$ cat config.mk
export PLATFORM = sky130hd
export DESIGN_NAME = cfa_ctrl
export DESIGN_NICKNAME = d
export VERILOG_FILES = /design/src/rtl/cfa_pkg.sv /design/src/rtl/cfa_ctrl.sv
export SDC_FILE = /design/constraint.sdc
export NUM_CORES = 1
export LEC_CHECK = 0
export ABC_AREA = 1
export BUFFER_PORTS_ARGS = -buffer_cell sky130_fd_sc_hd__clkbuf_2
export CORE_ASPECT_RATIO = 0.6
export CORE_UTILIZATION = 28
export CTS_BUF_LIST = sky130_fd_sc_hd__clkbuf_2 sky130_fd_sc_hd__clkbuf_4 sky130_fd_sc_hd__clkbuf_8
export CTS_CLUSTER_SIZE = 20
export DETAILED_ROUTE_END_ITERATION = 8
export PLACE_DENSITY_LB_ADDON = 0.12
export SLEW_MARGIN = 10
export SYNTH_ARGS = -nofsm -noshare
export SYNTH_HDL_FRONTEND = slang
export SYNTH_SLANG_ARGS = --single-unit
export TNS_END_PERCENT = 50
$ cat constraint.sdc
create_clock -name clk -period 5.8 [get_ports clk]
set_clock_uncertainty 0.2 [all_clocks]
set_input_delay 1.16 -clock clk [delete_from_list [all_inputs] [get_ports clk]]
set_output_delay 1.16 -clock clk [all_outputs]
set_load 0.005 [all_outputs]
$ cat src/rtl/cfa_pkg.sv
// ----------------------------------------------------------------------------
// cfa_pkg
// Shared types and constants of the contiguous fit allocator.
// ----------------------------------------------------------------------------
package cfa_pkg;

  localparam int DEF_MAX_SEGMENTS = 32;
  localparam int DEF_UNIT_BITS    = 16;
  localparam int RESULT_CAP       = 32;

  localparam logic [1:0] CMD_REQUEST = 2'd0;
  localparam logic [1:0] CMD_RELEASE = 2'd1;
  localparam logic [1:0] CMD_MERGE   = 2'd2;
  localparam logic [1:0] CMD_REPORT  = 2'd3;

  localparam logic [1:0] STRAT_FIRST = 2'd0;
  localparam logic [1:0] STRAT_BEST  = 2'd1;
  localparam logic [1:0] STRAT_WORST = 2'd2;

  localparam logic [2:0] ST_OK       = 3'd0;
  localparam logic [2:0] ST_NO_SPACE = 3'd1;
  localparam logic [2:0] ST_DUP_ID   = 3'd2;
  localparam logic [2:0] ST_NOT_FND  = 3'd3;
  localparam logic [2:0] ST_FULL     = 3'd4;
  localparam logic [2:0] ST_BAD_SIZE = 3'd5;

  // controller -> datapath commands
  typedef struct packed {
    logic init;      // reinitialize table
    logic load;      // latch input word
    logic scan_clr;  // restart scan pointer
    logic scan_step; // examine entry at pointer, advance
    logic shift_step;// move one entry up for split
    logic split;     // write chosen entry and remainder
    logic take;      // take chosen entry whole
    logic free;      // release found entry
    logic mrg_step;  // one merge compaction step
    logic mrg_done;  // commit merge count
    logic rep_step;  // advance report pointer
  } cfa_cmd_t;

  // datapath -> controller status
  typedef struct packed {
    logic scan_end;   // pointer reached count
    logic dup;        // owner found
    logic fit_found;
    logic need_split;
    logic full;
    logic shift_end;
    logic rep_last;
  } cfa_sts_t;

endpackage

$ cat src/rtl/cfa_ctrl.sv
// ----------------------------------------------------------------------------
// cfa_ctrl
// Command sequencer and result register of the contiguous fit allocator.
// ----------------------------------------------------------------------------
module cfa_ctrl (
  input  logic        clk,
  input  logic        rst_n,
  input  logic        in_valid,
  output logic        in_stall,
  input  logic [1:0]  in_cmd,
  input  logic [15:0] in_req_size,
  input  logic        cfg_valid,
  output logic        cfg_ready,
  output cfa_pkg::cfa_cmd_t cmd,
  input  cfa_pkg::cfa_sts_t sts,
  input  logic [4:0]  rd_index,
  input  logic [15:0] rd_base,
  input  logic [15:0] rd_size,
  input  logic        rd_used,
  input  logic [15:0] rd_owner,
  output logic        out_valid,
  input  logic        out_stall,
  output logic [2:0]  out_status,
  output logic [4:0]  out_seg_index,
  output logic [15:0] out_seg_base,
  output logic [15:0] out_seg_size,
  output logic        out_seg_used,
  output logic [15:0] out_seg_owner,
  output logic        out_last
);
  import cfa_pkg::*;

  localparam logic [3:0] S_IDLE  = 4'd0;
  localparam logic [3:0] S_RSCAN = 4'd1;
  localparam logic [3:0] S_RDEC  = 4'd2;
  localparam logic [3:0] S_SHIFT = 4'd3;
  localparam logic [3:0] S_SPLIT = 4'd4;
  localparam logic [3:0] S_OKRES = 4'd5;
  localparam logic [3:0] S_LSCAN = 4'd6;
  localparam logic [3:0] S_LDEC  = 4'd7;
  localparam logic [3:0] S_MINIT = 4'd8;
  localparam logic [3:0] S_MSCAN = 4'd9;
  localparam logic [3:0] S_REP   = 4'd10;
  localparam logic [3:0] S_WAIT  = 4'd11;

  logic [3:0] state_r, state_nxt;
  logic       ovld_r;
  logic       bad_r;
  logic       emit;
  logic [2:0] est;
  logic       elast, efields;

  assign in_stall  = (state_r != S_IDLE) || ovld_r;
  assign cfg_ready = (state_r == S_IDLE) && !ovld_r && !in_valid;
  assign out_valid = ovld_r;

  always_comb begin
    cmd = '0;
    state_nxt = state_r;
    emit = 1'b0; est = ST_OK; elast = 1'b1; efields = 1'b0;
    cmd.init = cfg_valid && cfg_ready;
    case (state_r)
      S_IDLE: begin
        if (in_valid && !in_stall) begin
          cmd.load = 1'b1;
          case (in_cmd)
            CMD_REQUEST: state_nxt = S_RSCAN;
            CMD_RELEASE: state_nxt = S_LSCAN;
            CMD_MERGE:   state_nxt = S_MINIT;
            default:     state_nxt = S_REP;
          endcase
        end
      end
      S_RSCAN: begin
        if (bad_r) begin
          emit = 1'b1; est = ST_BAD_SIZE; state_nxt = S_IDLE;
        end else if (sts.scan_end) begin
          state_nxt = S_RDEC;
        end else begin
          cmd.scan_step = 1'b1;
        end
      end
      S_RDEC: begin
        if (sts.dup) begin
          emit = 1'b1; est = ST_DUP_ID; state_nxt = S_IDLE;
        end else if (!sts.fit_found) begin
          emit = 1'b1; est = ST_NO_SPACE; state_nxt = S_IDLE;
        end else if (sts.need_split && sts.full) begin
          emit = 1'b1; est = ST_FULL; state_nxt = S_IDLE;
        end else if (sts.need_split) begin
          state_nxt = S_SHIFT;
        end else begin
          cmd.take = 1'b1; state_nxt = S_OKRES;
        end
      end
      S_SHIFT: begin
        if (sts.shift_end) begin
          cmd.split = 1'b1; state_nxt = S_OKRES;
        end else begin
          cmd.shift_step = 1'b1;
        end
      end
      S_OKRES: begin
        emit = 1'b1; efields = 1'b1; state_nxt = S_IDLE;
      end
      S_LSCAN: begin
        if (sts.scan_end) state_nxt = S_LDEC;
        else cmd.scan_step = 1'b1;
      end
      S_LDEC: begin
        if (sts.dup) begin
          cmd.free = 1'b1; state_nxt = S_OKRES;
        end else begin
          emit = 1'b1; est = ST_NOT_FND; state_nxt = S_IDLE;
        end
      end
      S_MINIT: begin
        cmd.scan_clr = 1'b1; state_nxt = S_MSCAN;
      end
      S_MSCAN: begin
        // write index starts at 0, read index at 1
        if (sts.scan_end) begin
          cmd.mrg_done = 1'b1; emit = 1'b1; state_nxt = S_IDLE;
        end else begin
          cmd.mrg_step = 1'b1;
        end
      end
      S_REP: begin
        emit = 1'b1; efields = 1'b1; elast = sts.rep_last;
        cmd.rep_step = 1'b1;
        state_nxt = sts.rep_last ? S_IDLE : S_WAIT;
      end
      S_WAIT: begin
        if (!ovld_r) state_nxt = S_REP;
      end
      default: state_nxt = S_IDLE;
    endcase
    if (emit && ovld_r) begin
      // hold until result register drains
      cmd.rep_step = 1'b0; cmd.mrg_step = 1'b0; cmd.mrg_done = 1'b0;
      state_nxt = state_r;
      emit = 1'b0;
    end
  end

  always_ff @(posedge clk) begin
    if (!rst_n) begin
      state_r <= S_IDLE;
      ovld_r  <= 1'b0;
      bad_r   <= 1'b0;
    end else begin
      state_r <= state_nxt;
      if (cmd.load) begin
        bad_r <= (in_req_size == 16'd0);
      end
      if (ovld_r && !out_stall) ovld_r <= 1'b0;
      if (emit) ovld_r <= 1'b1;
    end
  end

  always_ff @(posedge clk) begin
    if (emit) begin
      out_status    <= est;
      out_last      <= elast;
      out_seg_index <= efields ? rd_index : 5'd0;
      out_seg_base  <= efields ? rd_base  : 16'd0;
      out_seg_size  <= efields ? rd_size  : 16'd0;
      out_seg_used  <= efields ? rd_used  : 1'b0;
      out_seg_owner <= efields ? rd_owner : 16'd0;
    end
  end

endmodule

==> flow_summary.toml <==
[cts]
clock_sinks = 64
clkTransAtPathRegs_ns = 0.06
cts.htree.levels = 3
clockBufferDepth = 2
cts_buffers = 9
cts.hold.buffers_added = 0
root_buffer = "clkbuf_8"
clk_latency_ns = 0.34
tritoncts = "done"
post_cts_buffers = 0
cts-resized-gates = 0

[yosys]
yosysMostFrequentCell = "nor2_1"
synth_compound_area_share_pct = 3.41
netlist.area_leader.share_pct = 60.1
ys_seq_elements = 64
avgSynthCellArea_um2 = 9.57
ys_top_cells_by_count = "nor2_1 (79), inv_1 (72), edfxtp_1 (58), nand2_1 (26), nand3_1 (18)"
synth_edf_count = 58
synthSimpleGateAreaFrac_pct = 21.6
yosys.cell_types.count = 25
yosys.area.top_type = "edfxtp_1"
synthCells = 303
synth_xor_area_share_pct = 0
async_flop_share_pct = 0
yosys-mux-area-fraction_pct = 0
synth_ff_type = "edfxtp_1"
synth.area.top_cells = "edfxtp_1 (60%), nor2_1 (10%), inv_1 (9.3%)"
seq_area_frac_synth_pct = 64.2
syn_nets = 387
yosys_warnings = 0
synth_top_family_by_area = "simple AND/OR/NAND/NOR gates"
synthAdderAreaFrac_pct = 0
synth_area_um2 = 2900

[placed_design]
gp_congestion = 0.849
dp_hpwl_um = 5420
dp_slack_ns = 2.21
io_buffers = 155

[floorplanning]
die_h_um = 80.8
ios = 156
rows = 28
initial_utilization_pct = 29.1
die-area_um2 = 10800
chipWidth_um = 133
coreArea_um2 = 9950

[pwr]
p_clk_share_pct = 21.7
p_switching_w = 0.000591
ir_worst_vdd_uv = 162
p_comb_share_pct = 33.0
power.density_nw_per_um2 = 423
swShare_pct = 34.8
p_leak_nw = 2.12
internal_power_w = 0.00111
p_seq_share_pct = 45.4

[cells_and_area]
nets = 549
syn_to_final_growth_pct = 38.5
layout-drive-gt1-share_pct = 40.2
diodes = 0
multiInputGateArea_um2 = 726
nFillCells = 1047
seq_area_um2 = 1860

[sta]
period_share_pct = 62.1
slew_violations = 0
maxClockFrequency_mhz = 278
rsz0062_at_grt = "false"
finalSetupViolations = 0
relSlewSlack_pct = 55.6
tightest_slew_ns = 0.665
tns_ns = 0
hold_viol = 0
setup_ws_ns = 2.20
post-route-min-period_ns = 3.60

[routing]
drcViolationCount = 0
via_count = 2458
wire_per_inst_um = 11.9
viasPerCell = 4.06
finalWirelength_um = 7190
postRouteAntennaNets = 0
drt_pass1_iterations = 4
drt_iter0_drc = 173

[setup_path]
crit_type = "primary input to output pin"
cp.required_ns = 4.44
cp_max_fo = 4
startpoint_type = "primary input"
r2r_cells = 9
cp_data_arrival_time_ns = 2.24
end_kind = "output pin"

[status]
status = "finished clean"

[job]
drv_cap = 0

[global_routing]
grt_max_degree = 55
grt_pass1_wl_um = 11300
grt_use_total_pct = 14.0
antenna_found_initial = 0
grt.overflow.total = 0
grt_pass1_vias = 2223

[worst_hold_path]
hold_class = "flip-flop to flip-flop"
holdPathStages = 2
## routing by layer
layer / GRT usage [%] / part of all wire, % / vias up
li1: - / - / 1271
met1: 19.8 / 50 / 1053
met2: 16.7 / 35 / 125
met3: 7.55 / 13 / 9
met4: 6.14 / 1.2 / 0
met5: 0 / 0 / -
## registers in the layout (all words and copies together), names as in the netlist, 3 cells and up
register       cells
state_r            4
out_seg_size      16
out_seg_index      5
out_seg_base      16
out_status         3
out_seg_owner     16
## worst max-delay path, cell delays in order
cell      delay (ns)
clkbuf_2        0.07
inv_1           0.05
nor2_1          0.16
nand2_1         0.09
nand2_1         0.08
nand2_1         0.06
nor2_2          0.13
nand2_4         0.09
a21oi_1         0.20
clkbuf_2        0.15
## cells by family after synthesis
family,Yosys count
AND/OR/NAND/NOR,143
buffers and inverters,81
flip-flops,64
AO/OA/AOI/OAI,15
## through the flow
stage	instance area, um2	hold WS, ns	std cells	util [%]	total power, W
6_report	4020	0.369	605	40.4	0.00170
3_5_place_dp	3830	0.350	589	38.5	0.00135
2_1_floorplan	2900	0.289	303	-	0.00108
5_1_grt	4020	0.413	605	40.4	0.00182
3_3_place_gp	3830	0.337	589	38.5	0.00135
4_1_cts	4020	0.359	605	40.4	0.00173
## path summary, 6_finish.rpt
check / slack [ns] / to / startpoint
worst max-delay path: 2.20 / cmd[1] / sts[4]
worst min-delay path: 0.37 / bad_r / bad_r
worst max register to register: 2.94 / out_seg_index[1] / state_r[3]
worst min register to register: 0.37 / bad_r / bad_r
## area by class of cell
cell class                      count  area share, %
Multi-Input combinational cell    158           18.1
Clock buffer                       11           3.46
Timing Repair Buffer              157           19.7
Tap cell                          135           4.21
Inverter                           75           7.01
Clock inverter                      5           1.18
Sequential cell                    64           46.4
## placed cells by master (no fill, tap or decap), types with 2 or more instances in the layout
| master | count |
|---|---|
| a21oi_1 | 7 |
| buf_4 | 2 |
| clkbuf_2 | 155 |
| clkbuf_4 | 2 |
| clkbuf_8 | 9 |
| clkinv_1 | 2 |
| clkinv_2 | 2 |
| dfxtp_1 | 6 |
| edfxtp_1 | 58 |
| inv_1 | 71 |
| inv_2 | 4 |
| nand2_1 | 26 |
| nand2_2 | 2 |
| nand2_4 | 2 |
| nand3_1 | 18 |
| nor2_1 | 79 |
| nor2_2 | 5 |
| nor3_1 | 2 |
| nor4_1 | 4 |
| o21ai_0 | 3 |
## power by group through the flow
stage | clock network, W | registers, W | logic [W]
6_report | 0.000368 | 0.000771 | 0.000560
5_1_grt | 0.000406 | 0.000788 | 0.000628
4_1_cts | 0.000387 | 0.000772 | 0.000568
3_5_place_dp | 0 | 0.000780 | 0.000568
3_3_place_gp | 0 | 0.000779 | 0.000568
2_1_floorplan | 0 | 0.000789 | 0.000290
Power figures use the tool's default switching activity.
